<file path="config.mk">
export PLATFORM = sky130hd
export DESIGN_NAME = sslb_div
export DESIGN_NICKNAME = d
export VERILOG_FILES = /design/src/rtl/sslb_pkg.sv /design/src/rtl/sslb_div.sv
export SDC_FILE = /design/constraint.sdc
export NUM_CORES = 2
export LEC_CHECK = 0
export ABC_CLOCK_PERIOD_IN_PS = 7500
export BUFFER_PORTS_ARGS = -buffer_cell sky130_fd_sc_hd__buf_2
export CAP_MARGIN = 20
export CORE_MARGIN = 2
export CORE_UTILIZATION = 68
export CTS_CLUSTER_DIAMETER = 120
export DETAILED_ROUTE_END_ITERATION = 8
export PLACE_DENSITY = 0.85
export SYNTH_ARGS = -nofsm -noshare
export SYNTH_HDL_FRONTEND = slang
export SYNTH_SLANG_ARGS = --single-unit
</file>
<file path="constraint.sdc">
create_clock -name clock -period 7.5 [get_ports clock]
set_input_delay 1.5 -clock clock [delete_from_list [all_inputs] [get_ports clock]]
set_output_delay 1.5 -clock clock [all_outputs]
set_load 0.05 [all_outputs]
</file>
<file path="src/rtl/sslb_pkg.sv">
// ----------------------------------------------------------------------------
// sslb_pkg
// Shared widths, codes, types and sector helpers of the speed limit blender.
// ----------------------------------------------------------------------------
package sslb_pkg;

   localparam int RATE_BITS      = 21;
   localparam int FULL_TURN      = 36000;
   localparam int ANGLE_BITS     = 16;
   localparam int NUM_SECTORS    = 4;
   localparam int SECTOR_BITS    = 2;
   localparam int TABLE_BITS     = 3 * RATE_BITS;
   localparam int CSR_DATA_BITS  = 64;
   localparam int CSR_INDEX_BITS = 3;
   localparam int BOOST_BITS     = 16;
   localparam int BOOST_FRAC     = 8;
   localparam int BOOST_ONE      = 256;
   localparam int LOOK_MIN       = 10;
   localparam int GD_BITS        = 2 * ANGLE_BITS;
   localparam int GN_BITS        = RATE_BITS + GD_BITS;
   localparam int DIV_NUM_BITS   = GN_BITS + 2;
   localparam int DIV_DEN_BITS   = GD_BITS + 1;
   localparam int PROD_BITS      = RATE_BITS + BOOST_BITS;
   localparam int SECTOR_VEC     = NUM_SECTORS * ANGLE_BITS;

   localparam logic [ANGLE_BITS:0] TURN = (ANGLE_BITS + 1)'(FULL_TURN);

   typedef logic [ANGLE_BITS-1:0] angle_type;
   typedef logic [RATE_BITS-1:0]  rate_type;

   typedef enum logic [1:0] {
      SPEED_SLOW,
      SPEED_MEDIUM,
      SPEED_FAST
   } prof_type;

   typedef enum logic [CSR_INDEX_BITS-1:0] {
      CSR_SECTOR_STARTS,
      CSR_SECTOR_ENDS,
      CSR_LOOKAHEAD,
      CSR_DECEL_BOOST,
      CSR_SPEED_TABLE,
      CSR_ACCEL_TABLE,
      CSR_JERK_TABLE
   } csr_index_type;

   typedef struct packed {
      logic                   hit;
      logic [SECTOR_BITS-1:0] idx;
   } sector_hit_type;

   typedef struct packed {
      rate_type accel_limit;
      rate_type jerk_limit;
   } limit_type;

   // angle is below twice a full turn
   function automatic angle_type mod_turn(angle_type a);
      logic [ANGLE_BITS:0] wide;
      wide = {1'b0, a};
      if (wide >= TURN) begin
         return ANGLE_BITS'(wide - TURN);
      end
      return a;
   endfunction

   function automatic logic in_sector(angle_type a, angle_type s, angle_type e);
      if (e < s) begin
         return (a >= s) || (a <= e);
      end
      return (a >= s) && (a <= e);
   endfunction

   function automatic angle_type dist_to(angle_type from, angle_type s, angle_type e);
      angle_type sn;
      sn = mod_turn(s);
      if (e < s) begin
         if ((from <= e) || (from >= sn)) begin
            return '0;
         end
         return sn - from;
      end
      if ((from >= s) && (from <= e)) begin
         return '0;
      end
      if (from < s) begin
         return s - from;
      end
      return ANGLE_BITS'(TURN - {1'b0, from} + {1'b0, s});
   endfunction

   function automatic rate_type tab_field(logic [TABLE_BITS-1:0] t, prof_type p);
      rate_type r;
      unique case (p)
         SPEED_SLOW:   r = t[0 +: RATE_BITS];
         SPEED_MEDIUM: r = t[RATE_BITS +: RATE_BITS];
         SPEED_FAST:   r = t[2*RATE_BITS +: RATE_BITS];
         default:      r = t[0 +: RATE_BITS];
      endcase
      return r;
   endfunction

   // up slow, medium medium, down slow, travel fast, none slow
   function automatic prof_type sector_profile(sector_hit_type h);
      prof_type p;
      unique case (h.idx)
         2'd0:    p = SPEED_SLOW;
         2'd1:    p = SPEED_MEDIUM;
         2'd2:    p = SPEED_SLOW;
         default: p = SPEED_FAST;
      endcase
      return h.hit ? p : SPEED_SLOW;
   endfunction

   // first sector holding the angle wins
   function automatic sector_hit_type find_sector(angle_type a,
                                                  logic [SECTOR_VEC-1:0] starts,
                                                  logic [SECTOR_VEC-1:0] ends);
      sector_hit_type r;
      r = '0;
      for (int i = NUM_SECTORS - 1; i >= 0; i--) begin
         if (in_sector(a, starts[i*ANGLE_BITS +: ANGLE_BITS],
                       ends[i*ANGLE_BITS +: ANGLE_BITS])) begin
            r.hit = 1'b1;
            r.idx = SECTOR_BITS'(i);
         end
      end
      return r;
   endfunction

endpackage

</file>
<file path="src/rtl/sslb_div.sv">
// ----------------------------------------------------------------------------
// sslb_div
// Pipelined restoring divider, one quotient bit per stage, with side payload.
// ----------------------------------------------------------------------------
module sslb_div import sslb_pkg::*; (
   input  logic                    clock,
   input  logic                    reset,
   input  logic                    enable,
   input  logic                    in_valid,
   input  logic [DIV_NUM_BITS-1:0] in_num,
   input  logic [DIV_DEN_BITS-1:0] in_den,
   input  limit_type               in_side,
   output logic                    out_valid,
   output rate_type                out_quot,
   output limit_type               out_side
);

   logic                    valid_ff [RATE_BITS];
   logic [DIV_NUM_BITS-1:0] rem_ff   [RATE_BITS];
   logic [DIV_DEN_BITS-1:0] den_ff   [RATE_BITS];
   rate_type                quot_ff  [RATE_BITS];
   limit_type               side_ff  [RATE_BITS];

   genvar k;
   for (k = 0; k < RATE_BITS; k++) begin : g_stage
      logic                    src_valid;
      logic [DIV_NUM_BITS-1:0] src_rem;
      logic [DIV_DEN_BITS-1:0] src_den;
      rate_type                src_quot;
      limit_type               src_side;
      logic [DIV_NUM_BITS-1:0] shifted;
      logic [DIV_NUM_BITS-1:0] rem_in;
      rate_type                quot_in;
      logic                    ge;

      if (k == 0) begin : g_first
         assign src_valid = in_valid;
         assign src_rem   = in_num;
         assign src_den   = in_den;
         assign src_quot  = '0;
         assign src_side  = in_side;
      end else begin : g_next
         assign src_valid = valid_ff[k-1];
         assign src_rem   = rem_ff[k-1];
         assign src_den   = den_ff[k-1];
         assign src_quot  = quot_ff[k-1];
         assign src_side  = side_ff[k-1];
      end

      always_comb begin
         shifted = DIV_NUM_BITS'(src_den) << (RATE_BITS - 1 - k);
         ge      = src_rem >= shifted;
         rem_in  = ge ? src_rem - shifted : src_rem;
         quot_in = src_quot;
         quot_in[RATE_BITS-1-k] = ge;
      end

      always_ff @(posedge clock) begin
         if (reset) begin
            valid_ff[k] <= 1'b0;
         end else if (enable) begin
            valid_ff[k] <= src_valid;
         end
      end

      always_ff @(posedge clock) begin
         if (enable) begin
            rem_ff[k]  <= rem_in;
            den_ff[k]  <= src_den;
            quot_ff[k] <= quot_in;
            side_ff[k] <= src_side;
         end
      end
   end

   assign out_valid = valid_ff[RATE_BITS-1];
   assign out_quot  = quot_ff[RATE_BITS-1];
   assign out_side  = side_ff[RATE_BITS-1];

endmodule

</file>
=== Word-level counts from Yosys, hierarchy flattened ===
Memory sizes are Yosys's and may differ from the RTL's.
Cells that the tools add are included.
Widths: inputs -> output; s select.

* Bits in registers: 0
* Memory bits (writable): 3192
* Input bits: 134
* Word-level logic and storage cells: 116
* Memories: 5

{| class="wikitable"
|+ Memory list
! name !! depth !! bits a word !! rd ports !! clocked after memory_dff !! write ports !! line !! RTL
|-
| rem_ff || 21 || 55 || 20 || 0 || 21 || sslb_div.sv:19 || <nowiki>logic [DIV_NUM_BITS-1:0] rem_ff [RATE_BITS];</nowiki>
|-
| side_ff || 21 || 42 || 21 || 0 || 21 || sslb_div.sv:22 || <nowiki>limit_type side_ff [RATE_BITS];</nowiki>
|-
| den_ff || 21 || 33 || 20 || 0 || 21 || sslb_div.sv:20 || <nowiki>logic [DIV_DEN_BITS-1:0] den_ff [RATE_BITS];</nowiki>
|-
| quot_ff || 21 || 21 || 21 || 0 || 21 || sslb_div.sv:21 || <nowiki>rate_type quot_ff [RATE_BITS];</nowiki>
|-
| valid_ff || 21 || 1 || 21 || 0 || 21 || sslb_div.sv:18 || <nowiki>logic valid_ff [RATE_BITS];</nowiki>
|}

* Add/sub/neg operators: 21
* Magnitude comparators: 21
* Mux-type cells: 48
* Bitwise logic cells: 21

{| class="wikitable"
|+ Operators with widths
! kind !! number
|-
| $mux 55 || 21
|-
| $ge 55x33->1 || 1
|-
| $ge 55x34->1 || 1
|-
| $ge 55x35->1 || 1
|-
| $ge 55x36->1 || 1
|-
| $ge 55x37->1 || 1
|-
| $ge 55x38->1 || 1
|-
| $ge 55x39->1 || 1
|-
| $ge 55x40->1 || 1
|-
| $ge 55x41->1 || 1
|-
| $ge 55x42->1 || 1
|-
| $ge 55x43->1 || 1
|-
| $ge 55x44->1 || 1
|-
| $ge 55x45->1 || 1
|-
| $ge 55x46->1 || 1
|-
| $ge 55x47->1 || 1
|-
| $ge 55x48->1 || 1
|-
| $ge 55x49->1 || 1
|-
| $ge 55x50->1 || 1
|-
| $ge 55x51->1 || 1
|-
| $ge 55x52->1 || 1
|-
| $ge 55x53->1 || 1
|-
| $sub 55x33->55 || 1
|-
| $sub 55x34->55 || 1
|-
| other kinds (21) || 67
|}

=== Longest topological paths before layout ===
* Depth after elaboration: 4
* Gate-level depth with buffers: 17
* Gate-level depth less buffers: 16

=== Worst setup path before layout ===
Ideal clock, no wire load.

* Kind: input-to-reg
* From: input port in_den[2]
* To: memory rem_ff[0][35] in the netlist's numbering, data pin
* Setup time: 0.267 ns
* Arrival: 4.049 ns
* Required time: 7.233 ns
* Slack: 3.184 ns
* Stages: 15
* Buffers on the path: 2
* Cells stage by stage: inv_1 > ha_1 > o21ai_0 > a21oi_1 > o311ai_1 > o211ai_1 > nand2_1 > or4_1 > a311oi_1 > nor2_1 > o21a_1 > buf_2 > clkbuf_1 > nand2_1 > o21ai_0

{| class="wikitable"
|+ RTL lines
! element !! line !! RTL
|-
| from (decl) || sslb_div.sv:11 || <nowiki>input logic [DIV_DEN_BITS-1:0] in_den,</nowiki>
|-
| to (decl) || sslb_div.sv:19 ||
|}

==> results.toml <==
[worst_setup_path]
critPathLaunchType = "register"
r2r_cells = 14
cp_cell_sequence = "inv_1, ha_1, nor2b_1, o31ai_1, a21oi_1, o22ai_2, a31oi_1, and4_1, a311oi_4, buf_4, nor2_1, and4_1, nor4bb_1, xor2_1"
required_ns = 8.17
end_kind = "register"
path_delay_family = "simple AND/OR/NAND/NOR gates"
crit_buf_inv = 2
crit_path_max_fanout = 68
rr_endpoint = "rem_ff[4][161]"
crit_top_cell = "and4_1"
reg2reg_slack_ns = 2.19
cp.depth = 14
startpoint = "den_ff[4][34]"
crit_type = "reg2reg"
endpoint = "rem_ff[4][161]"
slowest_stage = "a21oi_1"
crit-reg2reg-launch = "den_ff[4][34]"
crit_path_max_incr_delay_ns = 0.67
arrival_ns = 5.98

[power]
vdd_drop_max_mv = 0.277
p_leak_nw = 58.1
power_density_nw_per_um2 = 384

[clock_tree]
ctsResizeCount = 0
path_clk_slew_ns = 0.07
insertion_delay_ns = 0.99
cts_buffers = 308
cts_tree = "yes"
clock_sinks = 2894
root_buffer = "clkbuf_16"
cts_max_level = 5
post_cts_buffers = 0
ctsLongestPathBuffers = 4
postCtsHoldBufs = 0

[synthesis]
syn_area_um2 = 137000
netlist_top_cells_area = "edfxtp_1 (63%), ha_1 (6.3%), a21oi_1 (2.9%)"
synth_ff_type = "edfxtp_1"
postSynthAreaPerCell_um2 = 12.6
ys_warn_count = 0
synth_nets = 11800
yosysMostFrequentCell = "edfxtp_1"
synth_top_cell_by_area = "edfxtp_1"
ys_seq_area_frac = 0.632
synthArstFlopShare = 0
synth-edff-count = 2894
synth_cell_types = 112
synth_cells = 10900
yosys-top-cells-count = "edfxtp_1 (2894), nand2_1 (871), inv_1 (867), a21oi_1 (797), o21ai_0 (736)"
synth_top_area_frac = 0.632
synth_seq_cells = 2894

[timing]
period_minus_slack_ns = 5.31
hold_viol_final = 0
fmax_mhz = 188
finClkSkew_ns = 0.113
setup_slack_ns = 2.19
setup-violations-final = 0
grt_setup_unrepaired = "false"
fin_setup_tns_ns = 0
tightest_slew_ns = 1.32
relSlewSlack = 0.109
slew_viol_final = 0
min_period_over_period = 0.708

[finish]
syn_to_final_growth_pct = 10.1
layout.nets = 12100
stdcell_count = 14100
drive_gt1_frac = 0.0788
fin_util = 0.751

[route]
via_per_inst = 6.43
wirelength_um = 349000
firstDrtPassIters = 9
drc = 2
vias = 90900
postRouteAntennaNets = 0
routedWlPerCell_um = 24.7
first_iter_violations = 11100

[floorplanning]
ios = 198
start_util = 0.682
die-width_um = 454
num_rows = 165
dieArea_um2 = 206000
die_h_um = 454
core_um2 = 201000

[run_status]
status = "complete, but fails checks"
violations = "design-rule violations"

[global_routing]
antenna_found_initial = 18
grt_pass1_vias = 91800
grt_pass1_wl_um = 529000
grt_max_degree = 186
grt_util_all_layers = 0.337
grt.overflow.total = 0

[placement]
dp_worst_setup_slack_ns = 2.23
dpl.hpwl_um = 237000
dp_cells = 13600
place.gp.congestion = 1.03
io_buffers = 197

[flow_run]
max_cap_violations = 0

[min_path]
hp-class = "reg2reg"
==> layout make-up <==
class / instances / area (um^2)
clock inverters: 177 / 1750
diodes: 15 / 37.5
well taps: 2672 / 3340
clock buffers: 356 / 7990
fillers: 12000 / 50100
multi-input cells: 6884 / 46300
inverters: 871 / 3270
repair buffers: 274 / 1730
flip-flops and latches: 2894 / 86900
==> power by group <==
group | internal [mW] | switching, mW
Sequential | 21.8 | 1.96
Clock | 8.70 | 6.30
Combinational | 7.66 | 11.7
==> how the worst min path moves through the flow <==
stage | startpoint | depth (start not counted) | end
after floorplan | quot_ff[0][80] | 0 | quot_ff[0][101]
after global placement | side_ff[1][100] | 0 | side_ff[1][142]
after detailed placement | quot_ff[0][140] | 0 | quot_ff[0][161]
after CTS | side_ff[1][42] | 0 | side_ff[1][84]
after global routing | side_ff[1][42] | 0 | side_ff[1][84]
final | side_ff[0][63] | 0 | side_ff[0][105]
==> layout by cell type (no fill, tap or decap), drive strengths merged, types with 56 or more instances in the layout <==
| master | instances |
|---|---|
| a211oi | 68 |
| a31oi | 71 |
| buf | 273 |
| and3 | 75 |
| xnor2 | 415 |
| nor2b | 92 |
| o31ai | 60 |
| nand4 | 137 |
| o21a | 91 |
| and2 | 56 |
| inv | 873 |
| nor4 | 129 |
| nor2 | 601 |
| a21oi | 801 |
| xor2 | 375 |
| edfxtp | 2894 |
| clkbuf | 357 |
| nand3 | 171 |
| o21ai | 751 |
| o21bai | 72 |
| ha | 693 |
| a21o | 400 |
| clkinv | 130 |
| nand2 | 872 |
| nor3 | 174 |
| mux2 | 69 |
| or3 | 56 |
| nand2b | 117 |
==> through the flow <==
stage / hold WS (ns) / power [mW] / cell area [um^2]
6_report: 0.372 / 58.1 / 151000
2_1_floorplan: 0.400 / 37.0 / 137000
4_1_cts: 0.353 / 57.7 / 151000
5_1_grt: 0.356 / 60.8 / 151000
3_5_place_dp: 0.405 / 42.5 / 142000
3_3_place_gp: 0.400 / 41.7 / 141000
==> sequential cells by signal (all words and copies together), names as in the netlist <==
register  cells
den_ff      660
rem_ff     1100
quot_ff     231
side_ff     882
valid_ff     21
==> cell families after synthesis <==
logic type,count (synthesis),synth area share
adder cells (fa/ha/maj),713,0.0660
flip-flops,2894,0.632
AND/OR/NAND/NOR,2681,0.0952
XOR/XNOR,790,0.0503
multiplexers,77,0.00624
buffers and inverters,1144,0.0318
AO/OA/AOI/OAI,2623,0.118
==> per-layer routing <==
metal | vias up | share of wire | track usage
met5 | - | 0.00012 | 0
met2 | 4959 | 0.52 | 0.610
met3 | 1535 | 0.068 | 0.0636
met1 | 43300 | 0.32 | 0.341
met4 | 6 | 0.093 | 0.263
li1 | 41100 | - | -
(Power assumes the default switching activity.)
